===== config.mk =====
export PLATFORM = sky130hd
export DESIGN_NAME = keyframe_linear_interpolator_unit_flat
export DESIGN_NICKNAME = d
export VERILOG_FILES = /design/src/rtl/kli_pkg.sv /design/src/rtl/kli_if.sv /design/src/rtl/kli_datapath.sv /design/src/rtl/kli_control.sv /design/src/rtl/kli_insert_walk.sv /design/src/rtl/keyframe_linear_interpolator_unit.sv /design/src/flat_wrapper.sv
export SDC_FILE = /design/constraint.sdc
export NUM_CORES = 2
export LEC_CHECK = 0
export ABC_AREA = 1
export BUFFER_PORTS_ARGS = -buffer_cell sky130_fd_sc_hd__clkbuf_2
export CAP_MARGIN = 20
export CORE_UTILIZATION = 59
export CTS_BUF_LIST = sky130_fd_sc_hd__clkbuf_8
export DETAILED_ROUTE_END_ITERATION = 8
export PLACE_DENSITY = 0.84
export REMOVE_ABC_BUFFERS = 1
export SLEW_MARGIN = 25
export SYNTH_ARGS = -nofsm -noshare
export SYNTH_HDL_FRONTEND = slang
export SYNTH_SLANG_ARGS = --single-unit

===== constraint.sdc =====
create_clock -name clock -period 4.72 [get_ports clock]
set_input_delay 0 -clock clock [delete_from_list [all_inputs] [get_ports clock]]
set_output_delay 0 -clock clock [all_outputs]
set_load 0.01 [all_outputs]

===== src/rtl/kli_pkg.sv =====
// Shared types and constants for the keyframe linear interpolator.
`default_nettype none
package kli_pkg;
   localparam int MaxKeyframesDefault = 16;
   localparam int TimeWidth  = 32;
   localparam int ValueWidth = 32;
   localparam int StatusWidth = 2;
   localparam int TotalWidth = 5;

   localparam logic CMD_INSERT   = 1'b0;
   localparam logic CMD_EVALUATE = 1'b1;

   localparam logic [StatusWidth-1:0] STATUS_OK    = 2'd0;
   localparam logic [StatusWidth-1:0] STATUS_FULL  = 2'd1;
   localparam logic [StatusWidth-1:0] STATUS_EMPTY = 2'd2;

   // commands from controller to datapath
   typedef struct packed {
      logic load;        // capture request, reset scan index
      logic ins_step;    // move entry idx-1 to idx, decrement idx
      logic ins_write;   // write new pair at idx, bump count
      logic ev_step;     // keep read as left neighbor, advance search index
      logic ev_grab;     // latch bracketing pair, compute divisor
      logic mul_step;    // one multiply partial step
      logic div_start;   // prepare divider
      logic div_step;    // one restoring division step
      logic rd_issue;    // issue memory read at scan index
      logic rd_last;     // issue memory read at the last held entry
      logic finish;      // load output register
      logic [StatusWidth-1:0] fin_status;
      logic fin_zero;    // output zero result
      logic fin_direct;  // output latched value directly
   } kli_cmd_type;

   typedef struct packed {
      logic is_eval;
      logic full;
      logic empty;
      logic idx_zero;     // index reached zero
      logic prev_gt;      // entry idx-1 time greater than new time
      logic ge_last;      // query at or after the time just read
      logic scan_hit;     // query at or before the time just read
      logic mul_done;
      logic div_done;
      logic out_busy;     // output register holds untaken result
   } kli_sts_type;
endpackage
`default_nettype wire


===== src/rtl/kli_if.sv =====
// Valid/ready channel interfaces for the interpolator.
`default_nettype none
interface kli_req_if;
   import kli_pkg::*;
   logic valid;
   logic ready;
   logic cmd;
   logic [TimeWidth-1:0] time_point;
   logic signed [ValueWidth-1:0] key_value;
   modport source (output valid, cmd, time_point, key_value, input ready);
   modport sink (input valid, cmd, time_point, key_value, output ready);
endinterface

interface kli_rsp_if;
   import kli_pkg::*;
   logic valid;
   logic ready;
   logic signed [ValueWidth-1:0] result_value;
   logic [StatusWidth-1:0] status;
   logic [TotalWidth-1:0] entry_total;
   modport source (output valid, result_value, status, entry_total, input ready);
   modport sink (input valid, result_value, status, entry_total, output ready);
endinterface
`default_nettype wire


===== src/rtl/kli_datapath.sv =====
// Keyframe storage, search, multiply and divide datapath.
`default_nettype none
module kli_datapath import kli_pkg::*; #(
   parameter int MAX_KEYFRAMES = MaxKeyframesDefault
) (
   input  wire logic clock,
   input  wire logic reset,
   input  wire kli_cmd_type cmd_i,
   output kli_sts_type sts_o,
   input  wire logic req_cmd,
   input  wire logic [TimeWidth-1:0] req_time_point,
   input  wire logic [ValueWidth-1:0] req_key_value,
   output logic [ValueWidth-1:0] rsp_result_value,
   output logic [StatusWidth-1:0] rsp_status,
   output logic [TotalWidth-1:0] rsp_entry_total,
   output logic rsp_valid,
   input  wire logic rsp_ready
);
   localparam int IdxW = (MAX_KEYFRAMES > 1) ? $clog2(MAX_KEYFRAMES) : 1;
   localparam int CntW = $clog2(MAX_KEYFRAMES + 1);
   localparam int ProdW = 65;

   logic [TimeWidth-1:0]  times_mem  [MAX_KEYFRAMES];
   logic [ValueWidth-1:0] values_mem [MAX_KEYFRAMES];

   logic [CntW-1:0] count_ff;
   logic [CntW-1:0] idx_ff;
   logic cmd_ff;
   logic [TimeWidth-1:0] t_ff;
   logic [ValueWidth-1:0] v_ff;
   logic [TimeWidth-1:0] rd_t_ff, prev_t_ff;
   logic [ValueWidth-1:0] rd_v_ff, prev_v_ff;
   logic neg_ff;
   logic [32:0] mag_ff;
   logic [TimeWidth-1:0] n_ff;
   logic [TimeWidth-1:0] den_ff;
   logic [ProdW-1:0] prod_ff;
   logic [5:0] mcnt_ff;
   logic [6:0] dcnt_ff;
   logic [32:0] rem_ff;
   logic [ProdW-1:0] quo_ff;
   logic [ValueWidth-1:0] out_val_ff;
   logic [StatusWidth-1:0] out_sts_ff;
   logic [TotalWidth-1:0] out_tot_ff;
   logic out_vld_ff;

   logic [CntW-1:0] rd_sel;
   logic [IdxW-1:0] rd_addr;
   logic [IdxW-1:0] idx_lo;
   logic signed [32:0] diff;
   logic [33:0] rem_sh;
   logic [33:0] rem_sub;
   logic [ValueWidth-1:0] interp;

   // read address: last entry, hole-1 while inserting, scan index while evaluating
   always_comb begin
      if (cmd_i.rd_last) begin
         rd_sel = count_ff - CntW'(1);
      end else if (cmd_ff == CMD_INSERT) begin
         rd_sel = idx_ff - CntW'(1);
      end else begin
         rd_sel = idx_ff;
      end
   end

   assign idx_lo = idx_ff[IdxW-1:0];
   assign rd_addr = rd_sel[IdxW-1:0];

   // memory: one write, one registered read
   always_ff @(posedge clock) begin
      if (cmd_i.ins_step) begin
         times_mem[idx_lo]  <= rd_t_ff;
         values_mem[idx_lo] <= rd_v_ff;
      end else if (cmd_i.ins_write) begin
         times_mem[idx_lo]  <= t_ff;
         values_mem[idx_lo] <= v_ff;
      end
      if (cmd_i.rd_issue || cmd_i.rd_last) begin
         rd_t_ff <= times_mem[rd_addr];
         rd_v_ff <= values_mem[rd_addr];
      end
   end

   always_ff @(posedge clock) begin
      if (reset) begin
         count_ff <= '0;
      end else if (cmd_i.ins_write) begin
         count_ff <= count_ff + CntW'(1);
      end
   end

   // index: insert walks down from count, evaluate walks up from 0
   always_ff @(posedge clock) begin
      if (cmd_i.load) begin
         cmd_ff <= req_cmd;
         t_ff <= req_time_point;
         v_ff <= req_key_value;
         idx_ff <= (req_cmd == CMD_INSERT) ? count_ff : '0;
      end else if (cmd_i.ins_step) begin
         idx_ff <= idx_ff - CntW'(1);
      end else if (cmd_i.ev_step) begin
         idx_ff <= idx_ff + CntW'(1);
      end
   end

   // left neighbor: keep the previous read while scanning
   always_ff @(posedge clock) begin
      if (cmd_i.ev_step) begin
         prev_t_ff <= rd_t_ff;
         prev_v_ff <= rd_v_ff;
      end
   end

   assign diff = $signed({rd_v_ff[31], rd_v_ff}) - $signed({prev_v_ff[31], prev_v_ff});

   always_ff @(posedge clock) begin
      if (cmd_i.ev_grab) begin
         neg_ff <= diff[32];
         mag_ff <= diff[32] ? 33'(-diff) : 33'(diff);
         n_ff <= t_ff - prev_t_ff;
         den_ff <= rd_t_ff - prev_t_ff;
         prod_ff <= '0;
         mcnt_ff <= '0;
      end else if (cmd_i.mul_step) begin
         // shift-add, one multiplier bit per cycle, MSB first
         prod_ff <= {prod_ff[ProdW-2:0], 1'b0}
                  + (n_ff[TimeWidth-1] ? ProdW'(mag_ff) : '0);
         n_ff <= {n_ff[TimeWidth-2:0], 1'b0};
         mcnt_ff <= mcnt_ff + 6'd1;
      end
   end

   assign rem_sh  = {rem_ff, quo_ff[ProdW-1]};
   assign rem_sub = rem_sh - {2'b00, den_ff};

   always_ff @(posedge clock) begin
      if (cmd_i.div_start) begin
         rem_ff <= '0;
         quo_ff <= prod_ff;
         dcnt_ff <= '0;
      end else if (cmd_i.div_step) begin
         if (!rem_sub[33]) begin
            rem_ff <= rem_sub[32:0];
            quo_ff <= {quo_ff[ProdW-2:0], 1'b1};
         end else begin
            rem_ff <= rem_sh[32:0];
            quo_ff <= {quo_ff[ProdW-2:0], 1'b0};
         end
         dcnt_ff <= dcnt_ff + 7'd1;
      end
   end

   assign interp = neg_ff ? (prev_v_ff - quo_ff[ValueWidth-1:0])
                          : (prev_v_ff + quo_ff[ValueWidth-1:0]);

   always_ff @(posedge clock) begin
      if (reset) begin
         out_vld_ff <= 1'b0;
      end else if (cmd_i.finish) begin
         out_vld_ff <= 1'b1;
      end else if (rsp_ready) begin
         out_vld_ff <= 1'b0;
      end
   end

   always_ff @(posedge clock) begin
      if (cmd_i.finish) begin
         out_sts_ff <= cmd_i.fin_status;
         out_tot_ff <= TotalWidth'(count_ff);
         if (cmd_i.fin_zero) begin
            out_val_ff <= '0;
         end else if (cmd_i.fin_direct) begin
            out_val_ff <= rd_v_ff;
         end else begin
            out_val_ff <= interp;
         end
      end
   end

   assign rsp_result_value = out_val_ff;
   assign rsp_status = out_sts_ff;
   assign rsp_entry_total = out_tot_ff;
   assign rsp_valid = out_vld_ff;

   always_comb begin
      sts_o = '0;
      sts_o.is_eval  = cmd_ff;
      sts_o.full     = (count_ff == CntW'(MAX_KEYFRAMES));
      sts_o.empty    = (count_ff == '0);
      sts_o.idx_zero = (idx_ff == '0);
      sts_o.prev_gt  = (rd_t_ff > t_ff);
      sts_o.ge_last  = (t_ff >= rd_t_ff);
      sts_o.scan_hit = (t_ff <= rd_t_ff);
      sts_o.mul_done = (mcnt_ff == 6'd32);
      sts_o.div_done = (dcnt_ff == 7'(ProdW));
      sts_o.out_busy = out_vld_ff && !rsp_ready;
   end
endmodule
`default_nettype wire


===== src/rtl/kli_control.sv =====
// Sequencing state machine for insert and evaluate requests.
`default_nettype none
module kli_control import kli_pkg::*; (
   input  wire logic clock,
   input  wire logic reset,
   input  wire logic req_valid,
   output logic req_ready,
   input  wire kli_sts_type sts_i,
   output kli_cmd_type cmd_o
);
   typedef enum logic [8:0] {
      S_IDLE   = 9'b000000001,
      S_DECIDE = 9'b000000010,
      S_IWALK  = 9'b000000100,
      S_ELAST  = 9'b000001000,
      S_ECHK   = 9'b000010000,
      S_ERD    = 9'b000100000,
      S_MUL    = 9'b001000000,
      S_DIV    = 9'b010000000,
      S_FIN    = 9'b100000000
   } state_type;

   state_type state_ff, state_in;
   logic [StatusWidth-1:0] st_ff, st_in;
   logic zero_ff, zero_in, dir_ff, dir_in;
   logic walk_start, walk_rd, walk_step, walk_write, walk_done;

   kli_insert_walk u_walk (
      .clock(clock), .reset(reset), .start(walk_start),
      .idx_zero(sts_i.idx_zero), .prev_gt(sts_i.prev_gt),
      .rd_issue(walk_rd), .ins_step(walk_step), .ins_write(walk_write),
      .done(walk_done)
   );

   always_ff @(posedge clock) begin
      if (reset) begin
         state_ff <= S_IDLE;
         st_ff <= STATUS_OK;
         zero_ff <= 1'b0;
         dir_ff <= 1'b0;
      end else begin
         state_ff <= state_in;
         st_ff <= st_in;
         zero_ff <= zero_in;
         dir_ff <= dir_in;
      end
   end

   // evaluate checks the last entry first, then scans index 0 upward;
   // ev_step keeps the current read as the left neighbor before advancing
   always_comb begin
      state_in = state_ff;
      st_in = st_ff;
      zero_in = zero_ff;
      dir_in = dir_ff;
      walk_start = 1'b0;
      cmd_o = '0;
      cmd_o.rd_issue = walk_rd;
      cmd_o.ins_step = walk_step;
      cmd_o.ins_write = walk_write;
      cmd_o.fin_status = st_ff;
      cmd_o.fin_zero = zero_ff;
      cmd_o.fin_direct = dir_ff;
      req_ready = 1'b0;
      unique case (state_ff)
         S_IDLE: begin
            req_ready = 1'b1;
            if (req_valid) begin
               cmd_o.load = 1'b1;
               state_in = S_DECIDE;
            end
         end
         S_DECIDE: begin
            st_in = STATUS_OK;
            zero_in = 1'b0;
            dir_in = 1'b0;
            if (!sts_i.is_eval) begin
               zero_in = 1'b1;
               if (sts_i.full) begin
                  st_in = STATUS_FULL;
                  state_in = S_FIN;
               end else begin
                  walk_start = 1'b1;
                  state_in = S_IWALK;
               end
            end else if (sts_i.empty) begin
               st_in = STATUS_EMPTY;
               zero_in = 1'b1;
               state_in = S_FIN;
            end else begin
               cmd_o.rd_last = 1'b1;
               state_in = S_ELAST;
            end
         end
         S_IWALK: begin
            if (walk_done) begin
               state_in = S_FIN;
            end
         end
         S_ELAST: begin
            if (sts_i.ge_last) begin
               dir_in = 1'b1;
               state_in = S_FIN;
            end else begin
               cmd_o.rd_issue = 1'b1;
               state_in = S_ECHK;
            end
         end
         S_ECHK: begin
            if (sts_i.scan_hit) begin
               if (sts_i.idx_zero) begin
                  dir_in = 1'b1;
                  state_in = S_FIN;
               end else begin
                  cmd_o.ev_grab = 1'b1;
                  state_in = S_MUL;
               end
            end else begin
               cmd_o.ev_step = 1'b1;
               state_in = S_ERD;
            end
         end
         S_ERD: begin
            cmd_o.rd_issue = 1'b1;
            state_in = S_ECHK;
         end
         S_MUL: begin
            if (sts_i.mul_done) begin
               cmd_o.div_start = 1'b1;
               state_in = S_DIV;
            end else begin
               cmd_o.mul_step = 1'b1;
            end
         end
         S_DIV: begin
            if (sts_i.div_done) begin
               state_in = S_FIN;
            end else begin
               cmd_o.div_step = 1'b1;
            end
         end
         S_FIN: begin
            if (!sts_i.out_busy) begin
               cmd_o.finish = 1'b1;
               state_in = S_IDLE;
            end
         end
         default: begin
            state_in = S_IDLE;
         end
      endcase
   end
endmodule
`default_nettype wire


===== src/rtl/kli_insert_walk.sv =====
// Insertion walk: shifts larger entries up one slot, each through the read, check and write states.
`default_nettype none
module kli_insert_walk import kli_pkg::*; (
   input  wire logic clock,
   input  wire logic reset,
   input  wire logic start,
   input  wire logic idx_zero,
   input  wire logic prev_gt,
   output logic rd_issue,
   output logic ins_step,
   output logic ins_write,
   output logic done
);
   typedef enum logic [3:0] {
      W_IDLE = 4'b0001,
      W_RD   = 4'b0010,
      W_CHK  = 4'b0100,
      W_WR   = 4'b1000
   } walk_type;
   walk_type walk_ff, walk_in;

   always_ff @(posedge clock) begin
      if (reset) begin
         walk_ff <= W_IDLE;
      end else begin
         walk_ff <= walk_in;
      end
   end

   always_comb begin
      walk_in = walk_ff;
      rd_issue = 1'b0;
      ins_step = 1'b0;
      ins_write = 1'b0;
      done = 1'b0;
      unique case (walk_ff)
         W_IDLE: if (start) walk_in = idx_zero ? W_WR : W_RD;
         W_RD: begin
            rd_issue = 1'b1;
            walk_in = W_CHK;
         end
         W_CHK: begin
            if (prev_gt) begin
               ins_step = 1'b1;
               walk_in = W_WR;
            end else begin
               ins_write = 1'b1;
               done = 1'b1;
               walk_in = W_IDLE;
            end
         end
         W_WR: begin
            if (idx_zero) begin
               ins_write = 1'b1;
               done = 1'b1;
               walk_in = W_IDLE;
            end else begin
               walk_in = W_RD;
            end
         end
         default: walk_in = W_IDLE;
      endcase
   end
endmodule
`default_nettype wire


===== src/rtl/keyframe_linear_interpolator_unit.sv =====
// Top level of the keyframe linear interpolator.
//
// Usage: requests arrive on req_ (cmd, time_point, key_value); each gives
// exactly one response on rsp_ (result_value, status, entry_total).
// cmd insert places the pair in time order after equal times; a full table
// drops it with status full. cmd evaluate clamps outside the table span and
// otherwise interpolates linearly, truncating toward zero; an empty table
// gives zero with status empty.
// An insert into a full table goes straight to its response; otherwise it
// walks down from the top entry, shifting each entry with a later time up
// one slot. An evaluate checks the last entry first, then scans from index
// 0 upward; an interpolation then runs the serial shift-add multiplier and
// the restoring divider, which dominate its duration.
// One request is in work at a time; the controller returns to idle and
// accepts the next once the response register loads.
// Reset clears the keyframe count and all control; table contents are
// never read before being written.
// A stalled receiver holds the response register; the block finishes the
// next request internally and holds its response until the register is taken.
`default_nettype none
module keyframe_linear_interpolator_unit import kli_pkg::*; #(
   parameter int MAX_KEYFRAMES = MaxKeyframesDefault
) (
   input wire logic clock,
   input wire logic reset,
   kli_req_if.sink req,
   kli_rsp_if.source rsp
);
   kli_cmd_type cmd;
   kli_sts_type sts;

   kli_control u_ctl (
      .clock(clock), .reset(reset),
      .req_valid(req.valid), .req_ready(req.ready),
      .sts_i(sts), .cmd_o(cmd)
   );

   kli_datapath #(.MAX_KEYFRAMES(MAX_KEYFRAMES)) u_dp (
      .clock(clock), .reset(reset), .cmd_i(cmd), .sts_o(sts),
      .req_cmd(req.cmd), .req_time_point(req.time_point),
      .req_key_value(req.key_value),
      .rsp_result_value(rsp.result_value), .rsp_status(rsp.status),
      .rsp_entry_total(rsp.entry_total), .rsp_valid(rsp.valid),
      .rsp_ready(rsp.ready)
   );
endmodule
`default_nettype wire

===== src/flat_wrapper.sv =====
// flat-port wrapper written by rule: the top's interface ports become plain ports
module keyframe_linear_interpolator_unit_flat import kli_pkg::*;
#(
   parameter int MAX_KEYFRAMES = MaxKeyframesDefault
)
  (clock, reset, req_valid, req_cmd, req_time_point, req_key_value, req_ready, rsp_valid, rsp_result_value, rsp_status, rsp_entry_total, rsp_ready);
  kli_req_if req_i ();
  kli_rsp_if rsp_i ();
  input wire logic clock;
  input wire logic reset;
  input wire logic [$bits(req_i.valid)-1:0] req_valid;
  input wire logic [$bits(req_i.cmd)-1:0] req_cmd;
  input wire logic [$bits(req_i.time_point)-1:0] req_time_point;
  input wire logic [$bits(req_i.key_value)-1:0] req_key_value;
  output wire logic [$bits(req_i.ready)-1:0] req_ready;
  output wire logic [$bits(rsp_i.valid)-1:0] rsp_valid;
  output wire logic [$bits(rsp_i.result_value)-1:0] rsp_result_value;
  output wire logic [$bits(rsp_i.status)-1:0] rsp_status;
  output wire logic [$bits(rsp_i.entry_total)-1:0] rsp_entry_total;
  input wire logic [$bits(rsp_i.ready)-1:0] rsp_ready;
  assign req_i.valid = req_valid;
  assign req_i.cmd = req_cmd;
  assign req_i.time_point = req_time_point;
  assign req_i.key_value = req_key_value;
  assign req_ready = req_i.ready;
  assign rsp_valid = rsp_i.valid;
  assign rsp_result_value = rsp_i.result_value;
  assign rsp_status = rsp_i.status;
  assign rsp_entry_total = rsp_i.entry_total;
  assign rsp_i.ready = rsp_ready;
  keyframe_linear_interpolator_unit #(.MAX_KEYFRAMES(MAX_KEYFRAMES)) u_core (.clock(clock), .reset(reset), .req(req_i), .rsp(rsp_i));
endmodule

# After elaboration in Yosys (flattened, before gate mapping)
# Memories as Yosys holds them, arrays and structs flattened. A register that Yosys moved wholly into a read port is not among the register bits.
# Cells that the tools add are included.
# word_totals
mem_bits_rw,1024
register_bits,470
n_memories,2
# mem_list
name,words,width,rd,rd_ports_with_merged_regs,wr,line_no,text
u_core.u_dp.times_mem,16,32,1,1,1,kli_datapath.sv:23,logic [TimeWidth-1:0] times_mem [MAX_KEYFRAMES];
u_core.u_dp.values_mem,16,32,1,1,1,kli_datapath.sv:24,logic [ValueWidth-1:0] values_mem [MAX_KEYFRAMES];
# op_classes
n_reduce_logical,12
n_addsub,14
n_eq_ne,25
order_cmp,3
n_bitwise,2
n_mux,79
# ops
operator,n
2-to-1 mux 32 bit,7
2-to-1 mux 65 bit,2
2-to-1 mux 9 bit,11
subtractor 32 bit,3
one-hot mux 9 bit (9 select lines),1
2-to-1 mux 33 bit,2
adder 65 x 33 -> 65 bit,1
2-to-1 mux 1 bit,38
subtractor 34 x 32 -> 34 bit,1
negator 33 bit,1
subtractor 32 x 32 -> 33 bit,1
adder 32 bit,1
greater-or-equal comparator 32 bit,1
greater-than comparator 32 bit,1
less-or-equal comparator 32 bit,1
2-to-1 mux 4 bit,5
2-to-1 mux 5 bit,4
one-hot mux 4 bit (4 select lines),1
!= test 2 x 1 -> 1 bit (second input constant),7
adder 5 x 1 -> 5 bit (second input constant),2
zero test 5 bit,2
2-to-1 mux 2 bit,5
== test 9 x 1 -> 1 bit (second input constant),1
== test 9 x 2 -> 1 bit (second input constant),1
29 further kinds,35

# Logic depth before layout (Yosys ltp)
# logic_depth
depth_word,7
ltp_mapped,25
ltp_nobuf,25

# Modules after synthesis
# From an unflattened synthesis, not the netlist that was laid out.
# unflattened
hier_cells,7929
hier_area_um2,77964.8
# by_module_without_submodules
mod,n_inst,cells_each,seq_area_each_um2,area_each_um2
kli_datapath,1,7717,45103.3,76646.0
kli_control,1,165,260.2,1043.5
kli_insert_walk,1,47,80.1,275.3

# Worst setup path before layout
# No wires, ideal clock.
# synth_timing
path_type,reg2reg
from,reg u_core.u_ctl.state_ff[6]
to,"reg u_core.u_dp.out_tot_ff[0] (netlist: u_core.u_dp.rsp_entry_total[0]), enable pin"
path_buffers,0
setup_slack_ns,-0.316
stages_incl_launch_ff,6
t_arrival_ns,4.503
path_cell_list,dfxtp_1 > nor2_1 > inv_2 > nor2_4 > inv_1 > nor4_1
# synth_rtl
element,line_no,text
"start, declared",kli_control.sv:23,"state_type state_ff, state_in;"
"start signal, assigned",kli_control.sv:42,state_ff <= state_in;
"end signal, assigned",kli_datapath.sv:169,out_tot_ff <= TotalWidth'(count_ff);
"end, declared",kli_datapath.sv:44,logic [TotalWidth-1:0] out_tot_ff;

# Worst setup path in the final report
# layout_timing
from,reg u_core.u_dp.t_ff[30]
to,"mem u_core.u_dp.values_mem[3][0], data pin"
# layout_via
elab_chain_cells,7
word_cells_on_any_way,9
# layout_rtl
element,line_no,text
"start, declared",kli_datapath.sv:29,logic [TimeWidth-1:0] t_ff;
"start signal, assigned",kli_datapath.sv:96,t_ff <= req_time_point;
greater-than comparator 32 bit (*),kli_datapath.sv:191,sts_o.prev_gt = (rd_t_ff > t_ff);
2-to-1 mux 1 bit,kli_insert_walk.sv:43,if (prev_gt) begin
one-hot mux 1 bit (2 select lines),kli_insert_walk.sv:36,unique case (walk_ff)
2-to-1 mux 1 bit,kli_datapath.sv:74,end else if (cmd_i.ins_write) begin
2-to-1 mux 1 bit (*),kli_datapath.sv:71,if (cmd_i.ins_step) begin
2-to-1 mux 1 bit (implied by the code) (*),kli_datapath.sv:76,values_mem[idx_lo] <= v_ff;
2-to-1 mux 32 bit (no source line) (*),--,
"end, declared",kli_datapath.sv:24,
# Mark *: on every way between the ends. The rest lies on a longest branch, timed or not.

==> reports/qor.yml <==
flow_run:
  maxCapViolCount: 0
clock_tree:
  h-tree-depth: 4
  cts_resized: 0
  root_buffer: "clkbuf_8"
  cts_tree: "done"
  clock_sinks: 1558
  clockBufferDepth: 3
  clkLatencyLatePin_ns: 1.01
  cts_buffers: 238
  clkTransAtPathRegs_ns: 0.07
  postCtsSetupRepairBufs: 0
critical_path:
  r2r-start: "u_core.u_dp.t_ff[30]"
  critPathCaptureType: "flop"
  start_kind: "flop"
  critPathKind: "reg -> reg"
  critPathMaxFanout: 42
  path_delay_family: "simple AND/OR/NAND/NOR gates"
  worstPathArrival_ns: 5.26
  max_stage_delay_ns: 0.67
  slowest_stage: "nor4_1"
  worstPathRequired_ns: 5.54
  crit_top_cell: "nand2_1"
  cp-startpoint: "u_core.u_dp.t_ff[30]"
  path_buf_inv: 3
  worstPathCellList: "ha_1, nand2_1, nor2_1, nand2_1, nor4_1, nand2_1, nand3_1, nand2_1, inv_4, buf_12, nand2_1, o21ai_0, buf_4"
timing:
  max_freq_ghz: 0.225
  worstMarginPinSlew_ns: 1.05
  skew_ns: 0.0631
  final-setup-viol-count: 0
  min_period_ns: 4.44
  rsz0062_at_grt: "no"
  maxSlewViolCount: 0
  hold_violations: 0
  final.period_utilization: 0.941
  slew-limit-headroom: 0.295
  setup_tns_ns: 0
drt:
  routed_via_density: 5.93
  drt_first_pass_iters: 8
  vias: 60400
  wirelength_mm: 223
  wl_per_cell_um: 21.9
  ant_nets: 0
  drc: 0
  drt_iter0_markers: 8300
layout:
  fin_area_sq_um: 86400
  drive_above_1_share: 0.0787
  layout_commonest_cell: "edfxtp_1"
  area_growth_syn_to_layout_pct: 12.0
  final_nets: 8545
  layout_common_cells: "1424 x edfxtp_1, 1411 x nand2_1, 1352 x inv_1"
yosys:
  synth_fa_ha_area_frac: 0.0395
  synth_area_per_cell_sq_um: 9.80
  synth_compound_area_frac: 0.122
  synthMuxAreaShare: 0.00246
  synth-edff-count: 1424
  synth_xor_area_frac: 0.0230
  synth-async-reset-ratio: 0
  ys.flop_type: "edfxtp_1"
  synthCells: 7876
  syn_area_sq_um: 77200
  yosys_warnings: 0
  synth_top_family_by_area: "simple AND/OR/NAND/NOR gates"
  ys_types: 53
  yosys.area_share.simple: 0.141
  synth-seq-cells: 1558
  ys_seq_area_frac: 0.589
floorplanning:
  row_count: 132
  die_y_um: 364
  fp.dieArea_sq_um: 132000
  fp.dieW_um: 364
  ios: 110
  core-area_sq_um: 130000
  start_util: 0.595
place:
  placed_area_sq_um: 80400
  portBuffers: 109
  dp_hpwl_mm: 143
  gp_congestion: 0.978
global_routing:
  grt_pass1_vias: 58900
  grt_antenna_before_repair: 11
  grt_max_degree: 144
  grt-ovfl-total: 0
  grt_use_total: 0.335
  grt_pass1_wl_mm: 335
power_and_ir_drop:
  power.leakage_nw: 35.2
  p_per_area_nw_per_um2: 375
  ir_worst_vdd_uv: 318
worst_hold_path:
  hold_path.class: "in -> reg"
  hp-start: "req_valid"
outcome:
  status: "complete, no violations"
[worst paths after layout]
kind	slack [ns]	endpoint	cells after the start
worst max-delay path	0.28	u_core.u_dp.values_mem[3][0]	13
worst min-delay path	0.20	u_core.u_ctl.state_ff[1]	6
worst max register to register	0.28	u_core.u_dp.values_mem[3][0]	13
worst min register to register	0.43	u_core.u_dp.rsp_status[1]	0
[through the flow]
| step | power, W | worst slack, ns | util | std cells | hold WS (ns) |
|---|---|---|---|---|---|
| 2_1_floorplan | 0.0204 | -15.53 | - | 7576 | 0.0691 |
| 3_3_place_gp | 0.0211 | 0.543 | 0.620 | 9599 | 0.177 |
| 3_5_place_dp | 0.0214 | 0.514 | 0.620 | 9599 | 0.179 |
| 4_1_cts | 0.0322 | 0.473 | 0.666 | 10200 | 0.110 |
| 5_1_grt | 0.0335 | 0.245 | 0.666 | 10200 | 0.172 |
| 6_report | 0.0324 | 0.278 | 0.666 | 10200 | 0.197 |
[repair_timing]
action / in CTS / in global routing
setup endpoints to repair: 0 / 0
hold endpoints to repair: 126 / 0
hold buffers: 138 / 0
[layer usage]
layer	wire, um	part of all wire	track usage	vias to the layer above
met3	25800	0.12	0.0676	747
met4	10000	0.045	0.148	4
met2	102000	0.46	0.532	3772
li1	-	-	-	27700
met1	84900	0.38	0.447	28200
met5	121	0.00054	0	-
[synth_stat cells (126+ instances only)]
cell | count | area share
dfxtp_1 | 134 | 0.035
a21oi_1 | 614 | 0.040
edfxtp_1 | 1424 | 0.55
buf_2 | 150 | 0.0097
nor2_1 | 416 | 0.020
ha_1 | 234 | 0.038
nand2_1 | 1415 | 0.069
nand3_1 | 578 | 0.037
inv_1 | 1287 | 0.063
xor2_1 | 126 | 0.014
o211ai_1 | 283 | 0.028
o21ai_0 | 627 | 0.041
[sequential cells by signal, indices dropped and copies added, names as in the netlist, 4 cells and up]
name,cells
u_core.u_dp.count_ff,5
u_core.u_dp.times_mem,512
u_core.u_dp.rd_v_ff,32
u_core.u_ctl.state_ff,9
u_core.u_dp.prev_t_ff,32
u_core.u_ctl.u_walk.walk_ff,4
u_core.u_dp.prev_v_ff,32
u_core.u_dp.idx_ff,5
u_core.u_dp.v_ff,32
u_core.u_dp.rsp_entry_total,5
u_core.u_dp.values_mem,512
u_core.u_dp.quo_ff,65
u_core.u_dp.t_ff,32
u_core.u_dp.rd_t_ff,32
u_core.u_dp.n_ff,32
u_core.u_dp.rem_ff,33
u_core.u_dp.mag_ff,33
u_core.u_dp.mcnt_ff,6
u_core.u_dp.den_ff,32
u_core.u_dp.prod_ff,65
u_core.u_dp.rsp_result_value,32
u_core.u_dp.dcnt_ff,7
[worst min-delay path, cell delays in order]
cell           delay (ns)
dlygate4sd3_1        0.53
clkbuf_2             0.19
o2111ai_1            0.22
a21oi_1              0.07
nand3_1              0.07
inv_1                0.03
[cell families after synthesis]
logic type,count (synthesis)
flip-flops,1558
adder cells (fa/ha/maj),240
AND/OR/NAND/NOR,2593
AO/OA/AOI/OAI,1668
XOR/XNOR,203
buffers and inverters,1595
multiplexers,19
[power breakdown]
part / switching, W / leakage [nW] / internal [W]
clock network: 0.00547 / 2.59 / 0.00543
logic: 0.00423 / 18.7 / 0.00190
registers: 0.000126 / 13.9 / 0.0153
total: 0.00983 / 35.2 / 0.0226
[layout make-up]
cell class                      count  area (sq um)
Inverter                         1295          4870
Fill cell                        9308         43200
Sequential cell                  1558         45400
Clock inverter                    197          1210
Multi-Input combinational cell   4723         25500
Tap cell                         1742          2180
Clock buffer                      243          3340
Timing Repair Buffer              420          3800
Antenna cell                        7          17.5
Power figures use the tool's default switching activity.
